## src/rtl/assert_macros.svh

```systemverilog
// assertion macros shared by the rtl files
// no dependencies; compiled out when SYNTHESIS is defined
`ifndef ASSERT_MACROS_SVH
`define ASSERT_MACROS_SVH

`ifndef SYNTHESIS

`define ASSERT_NEVER(label, clk, rstn, expr) \
    label: assert property (@(posedge clk) disable iff (!(rstn)) !(expr)) \
        else $error("%m: forbidden condition seen");

`define ASSERT_IMPLIES(label, clk, rstn, ante, cons) \
    label: assert property (@(posedge clk) disable iff (!(rstn)) (ante) |-> (cons)) \
        else $error("%m: implication failed");

`define ASSERT_NEXT(label, clk, rstn, ante, cons) \
    label: assert property (@(posedge clk) disable iff (!(rstn)) (ante) |=> (cons)) \
        else $error("%m: next-cycle check failed");

`else

`define ASSERT_NEVER(label, clk, rstn, expr)
`define ASSERT_IMPLIES(label, clk, rstn, ante, cons)
`define ASSERT_NEXT(label, clk, rstn, ante, cons)

`endif

`endif

```

## src/rtl/cesd_pkg.sv

```systemverilog
// shared types, constants and helpers of the escape sequence decoder
// no dependencies
package cesd_pkg;

    localparam int VALUE_W  = 32;   // accumulator width, hex shifting wraps here
    localparam int OUT_W    = 32;   // width of the value field of a result
    localparam int CHAR_W   = 8;
    localparam int CFG_W    = 32;
    localparam int QUEUE_DEPTH = 4;

    localparam logic [CFG_W-1:0] CHAR_MASK_RESET = 32'd255;

    // characters
    localparam logic [CHAR_W-1:0] CH_BSLASH = 8'h5C;
    localparam logic [CHAR_W-1:0] CH_SQUOTE = 8'h27;
    localparam logic [CHAR_W-1:0] CH_DQUOTE = 8'h22;
    localparam logic [CHAR_W-1:0] CH_QMARK  = 8'h3F;
    localparam logic [CHAR_W-1:0] CH_LC_A   = 8'h61;
    localparam logic [CHAR_W-1:0] CH_LC_B   = 8'h62;
    localparam logic [CHAR_W-1:0] CH_LC_F   = 8'h66;
    localparam logic [CHAR_W-1:0] CH_LC_N   = 8'h6E;
    localparam logic [CHAR_W-1:0] CH_LC_R   = 8'h72;
    localparam logic [CHAR_W-1:0] CH_LC_T   = 8'h74;
    localparam logic [CHAR_W-1:0] CH_LC_V   = 8'h76;
    localparam logic [CHAR_W-1:0] CH_LC_X   = 8'h78;
    localparam logic [CHAR_W-1:0] CH_UC_A   = 8'h41;
    localparam logic [CHAR_W-1:0] CH_UC_F   = 8'h46;
    localparam logic [CHAR_W-1:0] CH_0      = 8'h30;
    localparam logic [CHAR_W-1:0] CH_7      = 8'h37;
    localparam logic [CHAR_W-1:0] CH_8      = 8'h38;
    localparam logic [CHAR_W-1:0] CH_9      = 8'h39;
    localparam logic [CHAR_W-1:0] CH_PRINT_LO = 8'h20;
    localparam logic [CHAR_W-1:0] CH_PRINT_HI = 8'h7E;

    // control codes
    localparam logic [CHAR_W-1:0] CC_BEL = 8'd7;
    localparam logic [CHAR_W-1:0] CC_BS  = 8'd8;
    localparam logic [CHAR_W-1:0] CC_FF  = 8'd12;
    localparam logic [CHAR_W-1:0] CC_LF  = 8'd10;
    localparam logic [CHAR_W-1:0] CC_CR  = 8'd13;
    localparam logic [CHAR_W-1:0] CC_HT  = 8'd9;
    localparam logic [CHAR_W-1:0] CC_VT  = 8'd11;

    typedef struct packed {
        logic [OUT_W-1:0] value;
        logic             from_escape;
        logic             bad_escape;
        logic             bad_is_printable;
        logic             too_large;
        logic             octal_then_8_or_9;
        logic             octal_then_digit;
        logic             last;
    } result_t;

    // one accepted input word: one or two results
    typedef struct packed {
        result_t first;
        result_t second;
        logic    has_second;
    } entry_t;

    function automatic result_t make_result(
        input logic [VALUE_W-1:0] v,
        input logic [VALUE_W-1:0] lim,
        input logic fe,
        input logic bad,
        input logic pr,
        input logic tl,
        input logic o89,
        input logic od
    );
        result_t r;
        r.value             = OUT_W'(v & lim);
        r.from_escape       = fe;
        r.bad_escape        = bad;
        r.bad_is_printable  = pr;
        r.too_large         = tl;
        r.octal_then_8_or_9 = o89;
        r.octal_then_digit  = od;
        r.last              = 1'b0;
        return r;
    endfunction

endpackage

```

## src/rtl/cesd_front.sv

```systemverilog
// front end: accepts characters, runs the escape state machine, builds queue entries
// depends on cesd_pkg
module cesd_front import cesd_pkg::*; (
    input  logic               aclk,
    input  logic               aresetn,
    input  logic               in_valid,
    output logic               in_ready,
    input  logic [CHAR_W-1:0]  ch,
    input  logic               flush,
    input  logic [VALUE_W-1:0] lim,
    input  logic               q_full,
    output logic               q_push,
    output entry_t             q_entry
);

    typedef enum logic [4:0] {
        M_IDLE = 5'b00001,
        M_BS   = 5'b00010,
        M_HEXF = 5'b00100,
        M_HEXD = 5'b01000,
        M_OCT  = 5'b10000
    } mode_t;

    mode_t              mode_reg, mode_next;
    logic [VALUE_W-1:0] acc_reg, acc_next;
    logic [1:0]         cnt_reg, cnt_next;
    logic               ovf_reg, ovf_next;

    logic               accept;
    logic               hex_ok;
    logic [3:0]         hex_d;
    logic               oct_ok;
    logic               is_digit;
    logic               is_print;
    logic [VALUE_W-1:0] allowed;
    logic               close_v;
    result_t            close_r;
    logic               fresh_en;
    logic               fresh_v;
    result_t            fresh_r;

    assign in_ready = !q_full;
    assign accept   = in_valid && !q_full;

    assign hex_ok   = ch inside {[CH_0:CH_9], [CH_LC_A:CH_LC_F], [CH_UC_A:CH_UC_F]};
    // letters have the low nibble 1..6 for a..f / A..F
    assign hex_d    = ch[6] ? (ch[3:0] + 4'd9) : ch[3:0];
    assign oct_ok   = ch inside {[CH_0:CH_7]};
    assign is_digit = ch inside {[CH_0:CH_9]};
    assign is_print = ch inside {[CH_PRINT_LO:CH_PRINT_HI]};
    assign allowed  = lim >> 4;

    always_comb begin
        mode_next = mode_reg;
        acc_next  = acc_reg;
        cnt_next  = cnt_reg;
        ovf_next  = ovf_reg;
        close_v   = 1'b0;
        close_r   = make_result('0, lim, 1'b0, 1'b0, 1'b0, 1'b0, 1'b0, 1'b0);
        fresh_en  = 1'b0;
        fresh_v   = 1'b0;
        fresh_r   = make_result(VALUE_W'(ch), lim, 1'b0, 1'b0, 1'b0, 1'b0, 1'b0, 1'b0);

        case (mode_reg)
            M_BS: begin
                mode_next = M_IDLE;
                if (flush) begin
                    close_v = 1'b1;
                    close_r = make_result('0, lim, 1'b1, 1'b1, 1'b0, 1'b0, 1'b0, 1'b0);
                end else begin
                    close_v = 1'b1;
                    case (ch)
                        CH_LC_A: close_r = make_result(VALUE_W'(CC_BEL), lim,
                                                       1'b1, 1'b0, 1'b0, 1'b0, 1'b0, 1'b0);
                        CH_LC_B: close_r = make_result(VALUE_W'(CC_BS), lim,
                                                       1'b1, 1'b0, 1'b0, 1'b0, 1'b0, 1'b0);
                        CH_LC_F: close_r = make_result(VALUE_W'(CC_FF), lim,
                                                       1'b1, 1'b0, 1'b0, 1'b0, 1'b0, 1'b0);
                        CH_LC_N: close_r = make_result(VALUE_W'(CC_LF), lim,
                                                       1'b1, 1'b0, 1'b0, 1'b0, 1'b0, 1'b0);
                        CH_LC_R: close_r = make_result(VALUE_W'(CC_CR), lim,
                                                       1'b1, 1'b0, 1'b0, 1'b0, 1'b0, 1'b0);
                        CH_LC_T: close_r = make_result(VALUE_W'(CC_HT), lim,
                                                       1'b1, 1'b0, 1'b0, 1'b0, 1'b0, 1'b0);
                        CH_LC_V: close_r = make_result(VALUE_W'(CC_VT), lim,
                                                       1'b1, 1'b0, 1'b0, 1'b0, 1'b0, 1'b0);
                        CH_SQUOTE, CH_DQUOTE, CH_BSLASH, CH_QMARK: begin
                            close_r = make_result(VALUE_W'(ch), lim,
                                                  1'b1, 1'b0, 1'b0, 1'b0, 1'b0, 1'b0);
                        end
                        CH_LC_X: begin
                            close_v   = 1'b0;
                            mode_next = M_HEXF;
                            acc_next  = '0;
                            ovf_next  = 1'b0;
                            cnt_next  = 2'd0;
                        end
                        default: begin
                            if (oct_ok) begin
                                close_v   = 1'b0;
                                mode_next = M_OCT;
                                acc_next  = VALUE_W'(ch[2:0]);
                                cnt_next  = 2'd1;
                                ovf_next  = 1'b0;
                            end else begin
                                // unknown escape character
                                close_r = make_result(VALUE_W'(ch), lim,
                                                      1'b1, 1'b1, is_print, 1'b0, 1'b0, 1'b0);
                            end
                        end
                    endcase
                end
            end
            M_HEXF, M_HEXD: begin
                if (!flush && hex_ok) begin
                    if ((acc_reg & ~allowed) != '0) begin
                        ovf_next = 1'b1;
                    end
                    acc_next  = (acc_reg << 4) | VALUE_W'(hex_d);
                    mode_next = M_HEXD;
                end else begin
                    mode_next = M_IDLE;
                    close_v   = 1'b1;
                    fresh_en  = !flush;
                    if (mode_reg == M_HEXF) begin
                        // \x with no hex digit
                        close_r = make_result('0, lim, 1'b1, 1'b1, !flush && is_print,
                                              1'b0, 1'b0, 1'b0);
                    end else begin
                        close_r = make_result(acc_reg, lim, 1'b1, 1'b0, 1'b0,
                                              ovf_reg, 1'b0, 1'b0);
                    end
                end
            end
            M_OCT: begin
                if (!flush && cnt_reg < 2'd3 && oct_ok) begin
                    acc_next = (acc_reg << 3) | VALUE_W'(ch[2:0]);
                    cnt_next = cnt_reg + 2'd1;
                end else begin
                    mode_next = M_IDLE;
                    close_v   = 1'b1;
                    fresh_en  = !flush;
                    close_r   = make_result(acc_reg, lim, 1'b1, 1'b0, 1'b0,
                                            acc_reg > lim,
                                            !flush && cnt_reg < 2'd3 &&
                                                (ch == CH_8 || ch == CH_9),
                                            !flush && is_digit && cnt_reg == 2'd3);
                end
            end
            default: begin
                mode_next = M_IDLE;
                fresh_en  = !flush;
            end
        endcase

        // character that starts fresh after a closed sequence (or from idle)
        if (fresh_en) begin
            if (ch == CH_BSLASH) begin
                mode_next = M_BS;
            end else begin
                fresh_v = 1'b1;
            end
        end
    end

    always_comb begin
        if (close_v) begin
            q_entry.first      = close_r;
            q_entry.second     = fresh_r;
            q_entry.has_second = fresh_v;
        end else begin
            q_entry.first      = fresh_r;
            q_entry.second     = fresh_r;
            q_entry.has_second = 1'b0;
        end
        q_entry.first.last  = !q_entry.has_second;
        q_entry.second.last = 1'b1;
        q_push = accept && (close_v || fresh_v);
    end

    always_ff @(posedge aclk) begin
        if (!aresetn) begin
            mode_reg <= M_IDLE;
            acc_reg  <= '0;
            cnt_reg  <= 2'd0;
            ovf_reg  <= 1'b0;
        end else if (accept) begin
            mode_reg <= mode_next;
            acc_reg  <= acc_next;
            cnt_reg  <= cnt_next;
            ovf_reg  <= ovf_next;
        end
    end

endmodule

```

## src/rtl/cesd_queue.sv

```systemverilog
// short queue of decoded entries between front and back
// depends on cesd_pkg
module cesd_queue import cesd_pkg::*; (
    input  logic   aclk,
    input  logic   aresetn,
    input  logic   push,
    input  entry_t push_entry,
    output logic   full,
    output logic   head_valid,
    output entry_t head,
    input  logic   pop
);

    localparam int PTR_W = $clog2(QUEUE_DEPTH);
    localparam int CNT_W = $clog2(QUEUE_DEPTH + 1);

    entry_t             slots [QUEUE_DEPTH];
    logic [PTR_W-1:0]   wr_ptr_reg, rd_ptr_reg;
    logic [CNT_W-1:0]   count_reg, count_next;
    logic               do_push, do_pop;

    assign full       = (count_reg == CNT_W'(QUEUE_DEPTH));
    assign head_valid = (count_reg != '0);
    assign head       = slots[rd_ptr_reg];
    assign do_push    = push && !full;
    assign do_pop     = pop && head_valid;

    always_comb begin
        count_next = count_reg;
        if (do_push && !do_pop) begin
            count_next = count_reg + CNT_W'(1);
        end else if (do_pop && !do_push) begin
            count_next = count_reg - CNT_W'(1);
        end
    end

    always_ff @(posedge aclk) begin
        if (!aresetn) begin
            wr_ptr_reg <= '0;
            rd_ptr_reg <= '0;
            count_reg  <= '0;
        end else begin
            count_reg <= count_next;
            if (do_push) begin
                wr_ptr_reg <= (wr_ptr_reg == PTR_W'(QUEUE_DEPTH - 1)) ? '0
                                                                        : wr_ptr_reg + PTR_W'(1);
            end
            if (do_pop) begin
                rd_ptr_reg <= (rd_ptr_reg == PTR_W'(QUEUE_DEPTH - 1)) ? '0
                                                                        : rd_ptr_reg + PTR_W'(1);
            end
        end
    end

    always_ff @(posedge aclk) begin
        if (do_push) begin
            slots[wr_ptr_reg] <= push_entry;
        end
    end

endmodule

```

## src/rtl/cesd_back.sv

```systemverilog
// back end: splits queue entries into single results and holds the output register
// depends on cesd_pkg
module cesd_back import cesd_pkg::*; (
    input  logic    aclk,
    input  logic    aresetn,
    input  logic    head_valid,
    input  entry_t  head,
    output logic    pop,
    output logic    out_valid,
    input  logic    out_ready,
    output result_t out_result
);

    logic    valid_reg;
    result_t res_reg;
    logic    sel_reg;   // 1 while the second result of the head entry is due
    logic    load;
    logic    take_last;

    assign load      = head_valid && (!valid_reg || out_ready);
    assign take_last = sel_reg || !head.has_second;
    assign pop       = load && take_last;

    assign out_valid  = valid_reg;
    assign out_result = res_reg;

    always_ff @(posedge aclk) begin
        if (!aresetn) begin
            valid_reg <= 1'b0;
            sel_reg   <= 1'b0;
        end else begin
            if (load) begin
                valid_reg <= 1'b1;
                sel_reg   <= !take_last;
            end else if (out_ready) begin
                valid_reg <= 1'b0;
            end
        end
    end

    always_ff @(posedge aclk) begin
        if (load) begin
            res_reg <= sel_reg ? head.second : head.first;
        end
    end

endmodule

```

## src/rtl/c_escape_sequence_decoder_unit.sv

```systemverilog
// top level of the c escape sequence decoder: config register, front, queue, back
// depends on cesd_pkg, cesd_front, cesd_queue, cesd_back, assert_macros.svh
//
//  channel | dir | handshake          | payload
//  s_      | in  | s_tvalid/s_tready  | tdata[7:0] ch, tuser flush
//  m_      | out | m_tvalid/m_tready  | tdata[31:0] value, tuser[5:0] flags, tlast
//  cfg_    | in  | cfg_we             | cfg_wdata[31:0] char_mask
//
// one input word per cycle is taken while the four-entry queue has room; the
// front decides next state and results in the cycle it takes the word.
// the back sends one result word per cycle while m_tready is high, so a word that
// closes a sequence and is itself a plain character gives two result words.
// an input word's first result passes through the queue, then the output register.
// aresetn is synchronous; it empties the queue and sets char_mask to 255.
`include "assert_macros.svh"

module c_escape_sequence_decoder_unit import cesd_pkg::*; (
    input  logic              aclk,
    input  logic              aresetn,
    input  logic              s_tvalid,
    output logic              s_tready,
    input  logic [7:0]        s_tdata,   // [7:0] ch
    input  logic              s_tuser,   // [0] flush
    output logic              m_tvalid,
    input  logic              m_tready,
    output logic [31:0]       m_tdata,   // [31:0] value
    output logic [5:0]        m_tuser,   // [0] from_escape, [1] bad_escape,
                                         // [2] bad_is_printable, [3] too_large,
                                         // [4] octal_then_8_or_9, [5] octal_then_digit
    output logic              m_tlast,
    input  logic              cfg_we,
    input  logic [CFG_W-1:0]  cfg_wdata
);

    logic [CFG_W-1:0] char_mask_reg;
    logic [VALUE_W-1:0] lim;
    logic    q_full, q_push, q_valid, q_pop;
    entry_t  q_entry, q_head;
    result_t res;

    always_ff @(posedge aclk) begin
        if (!aresetn) begin
            char_mask_reg <= CHAR_MASK_RESET;
        end else if (cfg_we) begin
            char_mask_reg <= cfg_wdata;
        end
    end

    assign lim = VALUE_W'(char_mask_reg);

    cesd_front u_front (
        .aclk     (aclk),
        .aresetn  (aresetn),
        .in_valid (s_tvalid),
        .in_ready (s_tready),
        .ch       (s_tdata),
        .flush    (s_tuser),
        .lim      (lim),
        .q_full   (q_full),
        .q_push   (q_push),
        .q_entry  (q_entry)
    );

    cesd_queue u_queue (
        .aclk       (aclk),
        .aresetn    (aresetn),
        .push       (q_push),
        .push_entry (q_entry),
        .full       (q_full),
        .head_valid (q_valid),
        .head       (q_head),
        .pop        (q_pop)
    );

    cesd_back u_back (
        .aclk       (aclk),
        .aresetn    (aresetn),
        .head_valid (q_valid),
        .head       (q_head),
        .pop        (q_pop),
        .out_valid  (m_tvalid),
        .out_ready  (m_tready),
        .out_result (res)
    );

    assign m_tdata = res.value;
    assign m_tuser = {res.octal_then_digit, res.octal_then_8_or_9, res.too_large,
                      res.bad_is_printable, res.bad_escape, res.from_escape};
    assign m_tlast = res.last;

    // a word with two results always starts with a closed escape
    `ASSERT_IMPLIES(a_first_of_pair_is_escape, aclk, aresetn, m_tvalid && !m_tlast, m_tuser[0])
    // the second result of a pair is already queued when the first is taken
    `ASSERT_NEXT(a_pair_back_to_back, aclk, aresetn, m_tvalid && m_tready && !m_tlast, m_tvalid)
    `ASSERT_IMPLIES(a_printable_needs_bad, aclk, aresetn, m_tvalid && m_tuser[2], m_tuser[1])
    `ASSERT_NEVER(a_bad_and_too_large, aclk, aresetn, m_tvalid && m_tuser[1] && m_tuser[3])

endmodule
```

## config.mk

```make
export PLATFORM = sky130hd
export DESIGN_NAME = c_escape_sequence_decoder_unit
export DESIGN_NICKNAME = d
export VERILOG_FILES = /design/src/rtl/cesd_pkg.sv /design/src/rtl/cesd_front.sv /design/src/rtl/cesd_queue.sv /design/src/rtl/cesd_back.sv /design/src/rtl/c_escape_sequence_decoder_unit.sv
export VERILOG_INCLUDE_DIRS = /design/src /design/src/rtl
export SDC_FILE = /design/constraint.sdc
export NUM_CORES = 1
export LEC_CHECK = 0
export CAP_MARGIN = 20
export CELL_PAD_IN_SITES_DETAIL_PLACEMENT = 0
export CELL_PAD_IN_SITES_GLOBAL_PLACEMENT = 1
export CORE_UTILIZATION = 50
export DETAILED_ROUTE_END_ITERATION = 10
export DONT_BUFFER_PORTS = 1
export PLACE_DENSITY_LB_ADDON = 0.1
export SLEW_MARGIN = 20
export SYNTH_ARGS = -nofsm -noshare
export SYNTH_HDL_FRONTEND = slang
export SYNTH_SLANG_ARGS = --single-unit
```

## constraint.sdc

```tcl
create_clock -name aclk -period 5.6 [get_ports aclk]
set_input_delay 1.12 -clock aclk [delete_from_list [all_inputs] [get_ports aclk]]
set_output_delay 1.12 -clock aclk [all_outputs]
set_load 0.005 [all_outputs]
```

==> results of run 1 <==
-- per-layer routing --
layer	routed length, um	GRT usage (%)	vias up
li1	-	-	3909
met5	0	0	-
met3	1210	3.66	39
met2	14100	33.6	178
met1	15000	32.3	4083
met4	566	5.55	0
-- where the power goes --
part	internal [mW]	total [mW]	leakage, nW	switching (mW)
combinational	0.455	0.910	2.66	0.455
sequential	2.86	3.10	2.93	0.232
clock	1.39	2.29	0.570	0.897
-- logic make-up (layout without fill, tap and decap cells) --
family | count (synthesis) | in the layout | synth area share [%]
muxes | 82 | 82 | 9.91
xor gates and xnor gates | 6 | 6 | 0.367
buffers and inverters | 101 | 120 | 3.05
adders and majority gates | 77 | 77 | 6.76
DFF | 314 | 314 | 60.0
and+or+nand+nor | 291 | 291 | 10.6
AOI/OAI and AO/OA | 172 | 172 | 9.31
-- through the flow --
step | hold slack [ps] | total power [mW] | std cells | area [um^2]
after global routing | 483 | 6.60 | 1440 | 15900
after detailed placement | 452 | 4.09 | 1378 | 14700
after CTS | 463 | 6.39 | 1440 | 15800
after global placement | 449 | 4.07 | 1378 | 14700
after floorplan | 436 | 3.83 | 1043 | 14300
final | 461 | 6.30 | 1440 | 15900
-- area by class of cell --
type | instances | area (um^2) | share of cell area [%]
Sequential cell | 314 | 8600 | 54.3
Tap cell | 378 | 473 | 2.98
Clock buffer | 40 | 905 | 5.71
Inverter | 47 | 176 | 1.11
Multi-Input combinational cell | 628 | 5330 | 33.6
Clock inverter | 22 | 253 | 1.59
Timing Repair Buffer | 11 | 108 | 0.679
-- layout by cell type, fill, tap and decap left out, types with 7 or more instances in the layout --
cell type    n
nand3_1     23
edfxtp_1   231
nor2b_1     33
ha_1        75
mux4_2      48
mux2i_1     34
clkinv_1     7
dfxtp_1     81
buf_4        9
clkinv_2     7
a22o_1      12
nor4_1       8
nand2_1     95
a21oi_1     13
o211ai_1    11
o21ai_0     24
nor2_1      28
and2_1      62
a22oi_1     35
o211a_1     28
nand4_1      7
inv_1       46
and3_1       7
clkbuf_16   35
-- final timing paths --
| path | startpoint | to | slack [ps] |
|---|---|---|---|
| hold / removal | u_front.ovf_reg | u_front.ovf_reg | 460 |
| hold reg to reg | u_front.ovf_reg | u_front.ovf_reg | 460 |
| setup / recovery | s_tdata[1] | u_queue.count_reg[2] | 1700 |
| setup reg to reg | u_front.mode_reg[2] | u_queue.count_reg[2] | 2150 |
-- worst reg2reg max path: cells and delay by family, from the launching register on --
kind / cells / cell delay, ps
XOR/XNOR: 2 / 340
adder cells (fa/ha/maj): 2 / 630
flip-flops: 1 / 430
AO/OA/AOI/OAI: 3 / 870
buffers and inverters: 1 / 60
AND/OR/NAND/NOR: 3 / 1060
==> impl_results.md, run 1 <==
* Status: completed
* Syn Inst Count at 1043
* Top reg by flops: u_queue.slots
* DP HPWL at 20400 um
* Skew-Pair Late Insertion Delay at 520 ps
* ANT nets after route at 0
* Share of post-route cells with drive strength above 1 at 12.4%
* Die X at 171 um
* Starting density of the core at 51.2%
* DRC at 0
* # rows at 61
* Primary FF master, synth: edfxtp_1
* Count leader, synth: edfxtp_1
* Final core utilization at 56.6%
* Gpl congestion at 0.912
* Crit path cell chain: inv_1, ha_1, nor4b_2, nand4b_1, o311ai_4, o221ai_1, nand2_1, a21oi_2, ha_1, inv_1, fa_1, xor2_1, or3_1, a21boi_0
* Most frequent cells after synthesis: edfxtp_1, nand2_1, dfxtp_1
* CP max stage cell: nor4b_2
* Clock slew at reported path FFs at 60 ps
* Ys Warns at 0
* Worst Path Required at 6030 ps
* FF-to-FF path depth at 11
* Routed length per instance at 21.4 um
* CTS root buf: clkbuf_16
* Total vias in the final route at 8209
* Sum Neg Setup Slack at 0 ps
* Avg Inst Size Synth at 13.7 um^2
* Area delta synth->final at 10.6%
* Core area at 28000 um^2
* Area share of the largest cell type after synthesis at 48.4%
* Crit-path max FO at 8
* Largest stage delay, worst path at 390 ps
* Fin. max-slew vios at 0
* Gr usage total at 21.9%
* Num CTS Buffers at 34
* Ant diodes at 0
* Fin. Hold Viols at 0
* Die area at 29400 um^2
* Initial antenna violation count at 0
* First-pass GRT wire length at 48600 um
* Vias in the first global route at 8251
* Max_slew headroom at 33.7%
* Clock Sinks at 314
* Setup Buffers After CTS at 0
* RSZ-0062 raised after global routing: no
* Worst slack, placed at 1200 ps
* Leak at 6.16 nW
* Max Freq at 257 MHz
* Synth async-reset ratio at 0%
* Post-synth EDFFs at 231
* Largest register FFs at 192
* Tcrit/Tclk final at 69.6%
* H-tree levels at 2
* GR Overflow Total at 0
* Pwr/cell area at 397 nW/um^2
* Slew @ Worst Pin at 994 ps
* Yosys top cell by area: edfxtp_1
* Register area share after synthesis at 60.0%
* Critical path arrival at 4330 ps
* Initial DRC Count at 637
* Unique masters post-synth at 70
* Syn nets at 1165
* Number of hold buffers added after cts at 0
* Hold Crit Depth at 2
* #FFs+latches synth at 314
* Via density at 5.70
* Clock Path Buffers at 3
* Clock skew at 15.4 ps
* Final worst path period need at 3900 ps
* Resize count post-CTS at 0
* Buf/Inv on CP at 2
* Routed WL at 30900 um
* Post-route setup slack at 1700 ps
* Post-Synthesis Cell Area at 14300 um^2
* I/O Buffers at 0
* Max-Cap Viols at 0
* Critical path type: input port to flip-flop
* Final Net Count at 1158
* Critical Path End Type: flip-flop
* Worst hold path type: flip-flop to flip-flop
* VDD IR max at 0.248 mV
* Crit path depth at 14
* Largest net degree at the start of global routing at 91
* DIE HEIGHT at 171 um
* Filler cells at 2291
* CTS tree: built
* Io pins at 87
* Cell family with most CP delay: simple AND/OR/NAND/NOR gates
* Pre-antenna DRT Iters at 5
* Final setup violation count at 0
* Top cells by area, synth: edfxtp_1, dfxtp_1, mux4_2, ha_1, and2_1
* CP Launch Type: input port
(Power assumes the default switching activity.)
==> run 2, diff against run 1 <==
ABC_AREA = 1   (was unset)
clock period = 3.6 ns   (was 5.6 ns; I/O delays follow)
==> impl_results.md, run 2 <==
* Final Net Count at 1693 (+46%)
* Critical Path End Type: flip-flop
* Internal at 7.12 mW (+51%)
* Clock Sinks at 314 (unchanged)
* GR Overflow Total at 0 (unchanged)
* Die X at 174 um (+1.7%)
* Area delta synth->final at 11.1%
* Clock power share at 32.2% (-4.2 points)
* Crit-path max FO at 32 (+24)
* Most common cell after layout, fill and taps aside: nor2_1
* Hold_sp: aresetn
* R2R Path Start: u_front.mode_reg[2]
* Sw frac at 31.1% (+6.0 points)
* Routed length per instance at 18.2 um (-15%)
* Post-route setup slack at 520 ps (-1180 ps)
* Die area at 30400 um^2 (+3.4%)
* Total vias in the final route at 10700 (+30%)
* Clock Path Buffers at 3 (unchanged)
* ANT nets after route at 0 (unchanged)
* Most frequent cells after synthesis: nor2_1, edfxtp_1, inv_1
* Status: completed
* FF-to-FF path depth at 12 (+1)
* Filler cells at 2503 (+9.3%)
* Most frequent cells in the layout: nor2_1, edfxtp_1, inv_1, o21ai_0, nand2_1
* VDD IR max at 0.421 mV (+70%)
* Clock slew at reported path FFs at 60 ps (about the same)
* Fin. Hold Viols at 0 (unchanged)
* Fin. max-slew vios at 0 (unchanged)
* Initial DRC Count at 952 (+49%)
* Largest net degree at the start of global routing at 70 (-23%)
* Max-Cap Viols at 0 (unchanged)
* RSZ-0062 raised after global routing: no
* H-tree levels at 2 (unchanged)
* Pre-antenna DRT Iters at 7 (+2)
* Resize count post-CTS at 0 (unchanged)
* Starting density of the core at 51.3% (+0.077 points)
* Top cells by area, synth: edfxtp_1, dfxtp_1, nor2_1, ha_1, o21ai_0
* Ys Warns at 0 (unchanged)
* Syn Inst Count at 1568 (+50%)
* Unique masters post-synth at 41 (-41%)
* Post-synth EDFFs at 231 (unchanged)
* #FFs+latches synth at 314 (unchanged)
* Critical path arrival at 3280 ps (-1050 ps)
* Routed WL at 36100 um (+17%)
* DP HPWL at 24100 um (+18%)
* Worst hold endpoint: char_mask_reg[0]
* Clock skew at 21.4 ps (+6.02 ps)
* Syn nets at 1690 (+45%)
* Top reg by flops: u_queue.slots
* Worst Path Required at 3800 ps (-2230 ps)
* Register area share after synthesis at 58.0% (-2.0 points)
* Final worst path period need at 3080 ps
* Switching power at 3.22 mW (+100%)
* Ant diodes at 0 (unchanged)
* Setup Buffers After CTS at 0 (unchanged)
* DRC at 0 (unchanged)
* CP Launch Type: input port
* Seq pwr share at 46.2% (-3.0 points)
* # rows at 62 (+1.6%)
* Synth async-reset ratio at 0% (unchanged)
* Sum Neg Setup Slack at 0 ps (unchanged)
* I/O Buffers at 0 (unchanged)
* Final setup violation count at 0 (unchanged)
* Number of hold buffers added after cts at 0 (unchanged)
* Max Freq at 325 MHz
* Post-Synthesis Cell Area at 14800 um^2 (+3.5%)
* Yosys top cell by area: edfxtp_1
* DIE HEIGHT at 174 um (+1.7%)
* Vias in the first global route at 10400 (+26%)
* Worst slack, placed at -50.0 ps (-1250 ps)
* CTS tree: built
* Skew-Pair Late Insertion Delay at 510 ps (about the same)
* Largest register FFs at 192 (unchanged)
* Count leader, synth: nor2_1
* Worst hold path type: input port to flip-flop
* R2R Setup Slk at 520 ps (-1630 ps)
* Share of post-route cells with drive strength above 1 at 7.96% (-4.5 points)
* Gr usage total at 24.3% (+2.4 points)
* RR Endpoint: u_queue.slots[3][57]
* Tcrit/Tclk final at 85.5%
* Avg Inst Size Synth at 9.46 um^2 (-31%)
* CTS root buf: clkbuf_16
* Slew @ Worst Pin at 1070 ps (+79.9 ps)
* Initial antenna violation count at 0 (unchanged)
* Gpl congestion at 0.881 (-3.4%)
* Primary FF master, synth: edfxtp_1
* Critical path type: input port to flip-flop
* Max_slew headroom at 28.2% (-5.5 points)
* Gate power share at 21.6% (+7.1 points)
* First-pass GRT wire length at 58000 um (+19%)
* Pwr/cell area at 628 nW/um^2 (+58%)
* Io pins at 87 (unchanged)
* Via density at 5.40 (-5.2%)
* Core area at 28900 um^2 (+3.3%)
* Hold Crit Depth at 1 (-1)
* Area share of the largest cell type after synthesis at 46.8% (-1.6 points)
* Leak at 6.15 nW (-0.12%)
* Num CTS Buffers at 34 (unchanged)
run 2: kinds of logic after synthesis:
logic type / share of synthesized area, %
simple gates: 15.8
compound gates: 12.3
buf+inv: 7.22
flops: 58.0
mux: 0.0675
xor+xnor: 0.118
fa+ha+maj: 6.46
run 2: per-layer routing:
| metal | global-route usage [%] | part of all wire [%] | up-vias |
|---|---|---|---|
| li1 | - | - | 5332 |
| met1 | 35.2 | 48 | 5005 |
| met4 | 5.77 | 1.6 | 0 |
| met5 | 0 | 0 | - |
| met3 | 3.50 | 5.0 | 37 |
| met2 | 38.4 | 46 | 320 |
run 2: final cells by class:
cell class	count	area (um^2)	area share [%]
sequential	314	8600	52.2
multi-input combinational	978	5210	31.6
clock buffer	40	895	5.43
inverter	198	743	4.51
tap	384	480	2.92
timing repair buffer	45	375	2.28
clock inverter	20	174	1.06
run 2: metrics by stage:
stage	power, mW	hold WS [ps]	cells	util [%]	area [um^2]
floorplan	6.38	440	1568	-	14800
global placement	7.07	455	1919	53.2	15400
detailed placement	7.12	456	1919	53.2	15400
CTS	10.4	297	1979	56.9	16500
global route	10.9	306	1979	56.9	16500
finish	10.3	311	1979	56.9	16500
run 2: worst max path at each step:
| stage | startpoint | to | slack [ps] |
|---|---|---|---|
| 3_5_place_dp | s_tdata[1] | u_queue.slots[3][67] | -50 |
| 2_1_floorplan | s_tdata[6] | u_queue.slots[0][0] | -100 |
| 4_1_cts | u_front.mode_reg[2] | u_queue.slots[3][55] | 460 |
| 3_3_place_gp | s_tdata[1] | u_queue.slots[3][66] | 20 |
| 6_report | s_tdata[1] | u_queue.slots[3][57] | 520 |
| 5_1_grt | s_tdata[1] | u_queue.count_reg[2] | 140 |
run 2: worst max-delay path: stages:
cell and delay, ps:
inv_1 50, ha_1 230, inv_1 90, nor2_1 60
nand2_1 120, nand3_1 90, nand2_1 130, nand3_1 100
nand2_1 90, nand3_1 110, nand3_2 110, nand2_1 170
nor2_4 860, buf_4 340
run 2: power groups by stage:
stage               Clock, mW  Combinational, mW  Sequential (mW)
floorplan                   0               1.62             4.76
global placement            0               2.23             4.85
detailed placement          0               2.26             4.86
CTS                      3.39               2.27             4.78
global route             3.52               2.55             4.83
finish                   3.33               2.24             4.78
==> run 3, diff against run 2 <==
CORE_ASPECT_RATIO = 0.8   (was unset)
==> impl_results.md, run 3 (same netlist as run 2, synthesis figures left out) <==
* RSZ-0062 raised after global routing: no
* CTS tree: built
* Max Freq at 344 MHz (+6.0%)
* Die X at 195 um (+12%)
* # rows at 56 (-9.7%)
* Worst Path Required at 4040 ps (+240 ps)
* Finished Layout Cells at 1958 (-1.1%)
* Share of post-route cells with drive strength above 1 at 7.02% (-0.94 points)
* CTS root buf: clkbuf_16
* Total vias in the final route at 10700 (+0.075%)
* Final Cell Area at 16400 um^2 (-0.16%)
* Io pins at 87 (unchanged)
* Leak at 6.14 nW (-0.17%)
* VDD IR max at 0.352 mV (-16%)
* Seq pwr share at 45.2% (-1.0 points)
* Critical path arrival at 3350 ps (+70 ps)
* Hold Slack at 299 ps (-11.6 ps)
* Number of hold buffers added after cts at 0 (unchanged)
* Vias in the first global route at 10200 (-2.4%)
* Routed WL at 36800 um (+1.9%)
* Starting density of the core at 50.8% (-0.50 points)
* H-tree levels at 2 (unchanged)
* Clock skew at 22.2 ps (+0.759 ps)
* Largest net degree at the start of global routing at 75 (+7.1%)
* Post-route setup slack at 695 ps (+175 ps)
* CP Launch Type: flip-flop
* Critical Path End Type: flip-flop
* ANT nets after route at 0 (unchanged)
* Final setup violation count at 0 (unchanged)
* Initial antenna violation count at 0 (unchanged)
* Largest stage delay, worst path at 380 ps (-480 ps)
* Gate power share at 21.1% (-0.5 points)
* GR Overflow Total at 0 (unchanged)
* I/O Buffers at 0 (unchanged)
* DIE HEIGHT at 156 um (-10%)
* Worst slack, placed at 233 ps (+283 ps)
* Clock slew at reported path FFs at 60 ps (about the same)
* CP max stage cell: fa_1
* Clock Path Buffers at 3 (unchanged)
* Max_slew headroom at 46.7% (+19 points)
* Worst hold path type: input port to flip-flop
* Sum Neg Setup Slack at 0 ps (unchanged)
* Via density at 5.47 (+1.1%)
* Most common cell after layout, fill and taps aside: nor2_1
* Placed cells at 1898 (-1.1%)
* Core area at 29200 um^2 (+0.98%)
* Sw frac at 30.7% (-0.44 points)
* DP Area at 15300 um^2 (-0.66%)
* Gpl congestion at 0.913 (+3.6%)
* Fin. Hold Viols at 0 (unchanged)
* Crit-path max FO at 7 (-78%)
* Initial DRC Count at 978 (+2.7%)
* Pwr/cell area at 643 nW/um^2 (+2.4%)
* Clock power share at 33.7% (+1.5 points)
* Top reg by flops: u_queue.slots
* Critical path type: flip-flop to flip-flop
* DP HPWL at 23800 um (-1.3%)
* Switching power at 3.25 mW (+0.83%)
* Routed length per instance at 18.8 um (+3.0%)
* Area delta synth->final at 10.9%
* Pre-antenna DRT Iters at 7 (unchanged)
* Final core utilization at 56.3% (-0.64 points)
* Clock Sinks at 314 (unchanged)
* Most frequent cells in the layout: nor2_1, edfxtp_1, inv_1, o21ai_0, nand2_1
* Fin. max-slew vios at 0 (unchanged)
* Final Net Count at 1679 (-0.83%)
* Largest register FFs at 192 (unchanged)
* CP most frequent cell: nand2_1
* Skew-Pair Late Insertion Delay at 520 ps (about the same)
* Die area at 30400 um^2 (about the same)
* Final worst path period need at 2910 ps (-175 ps)
* Setup Buffers After CTS at 0 (unchanged)
* DRC at 0 (unchanged)
* Resize count post-CTS at 0 (unchanged)
* Tcrit/Tclk final at 80.7% (-4.9 points)
* Slew @ Worst Pin at 799 ps (-275 ps)
* Design Power at 10.6 mW (+2.3%)
* Crit path cell chain: nor2_1, nand3_1, inv_1, nand2_1, nand2_2, inv_2, nand2_1, nand3_1, nand3_2, nand2_1, inv_1, ha_1, inv_1, fa_1, nor2_1, nor2_1, nand2_1, o21ai_0, a21oi_1
* Status: completed
* Num CTS Buffers at 34 (unchanged)
* Ant diodes at 0 (unchanged)
* Internal at 7.33 mW (+2.9%)
* Gr usage total at 24.4% (+0.12 points)
* First-pass GRT wire length at 57200 um (-1.3%)
* Max-Cap Viols at 0 (unchanged)
-- run 3: cell count changes in the layout (fill, tap and decap cells not counted), sizes merged --
cell / before / now
clkinv: 13 / 11
bufinv: 2 / 4
buf: 45 / 31
clkinvlp: 5 / 0
clkbuf: 40 / 43
inv: 198 / 200
-- run 3: path summary, 6_finish.rpt --
kind / startpoint / endpoint / cells after the start / slack, ps
setup / recovery: u_front.mode_reg[2] / u_queue.count_reg[2] / 19 / 690
hold / removal: aresetn / char_mask_reg[0] / 1 / 300
setup reg to reg: u_front.mode_reg[2] / u_queue.count_reg[2] / 19 / 690
hold reg to reg: u_front.ovf_reg / u_front.ovf_reg / 2 / 470
-- run 3: power by group through the flow --
stage / sequential [mW] / combinational [mW] / clock (mW)
global route: 4.83 / 2.54 / 3.77
finish: 4.78 / 2.24 / 3.57
CTS: 4.78 / 2.26 / 3.63
floorplan: 4.76 / 1.62 / 0
detailed placement: 4.86 / 2.25 / 0
global placement: 4.86 / 2.22 / 0
-- run 3: cell type report --
type                    count  area (um^2)
flip-flops and latches    314         8600
repair buffers             31          283
fillers                  2581        12800
well taps                 377          472
inverters                 198          743
clock buffers              43          947
clock inverters            17          196
multi-input cells         978         5210
-- run 3: critical path: cells and delay by family (launching register included) --
kind / cells / cell delay [ps]
AOI/OAI and AO/OA: 2 / 180
buffers and inverters: 4 / 430
adders and majority gates: 2 / 510
DFF: 1 / 340
and+or+nand+nor: 11 / 1360
-- run 3: routing by layer --
metal	part of all wire (%)	GRT usage (%)
met5	0	0
met4	1.3	4.95
met3	6.3	3.91
met2	42	36.7
met1	50	37.0
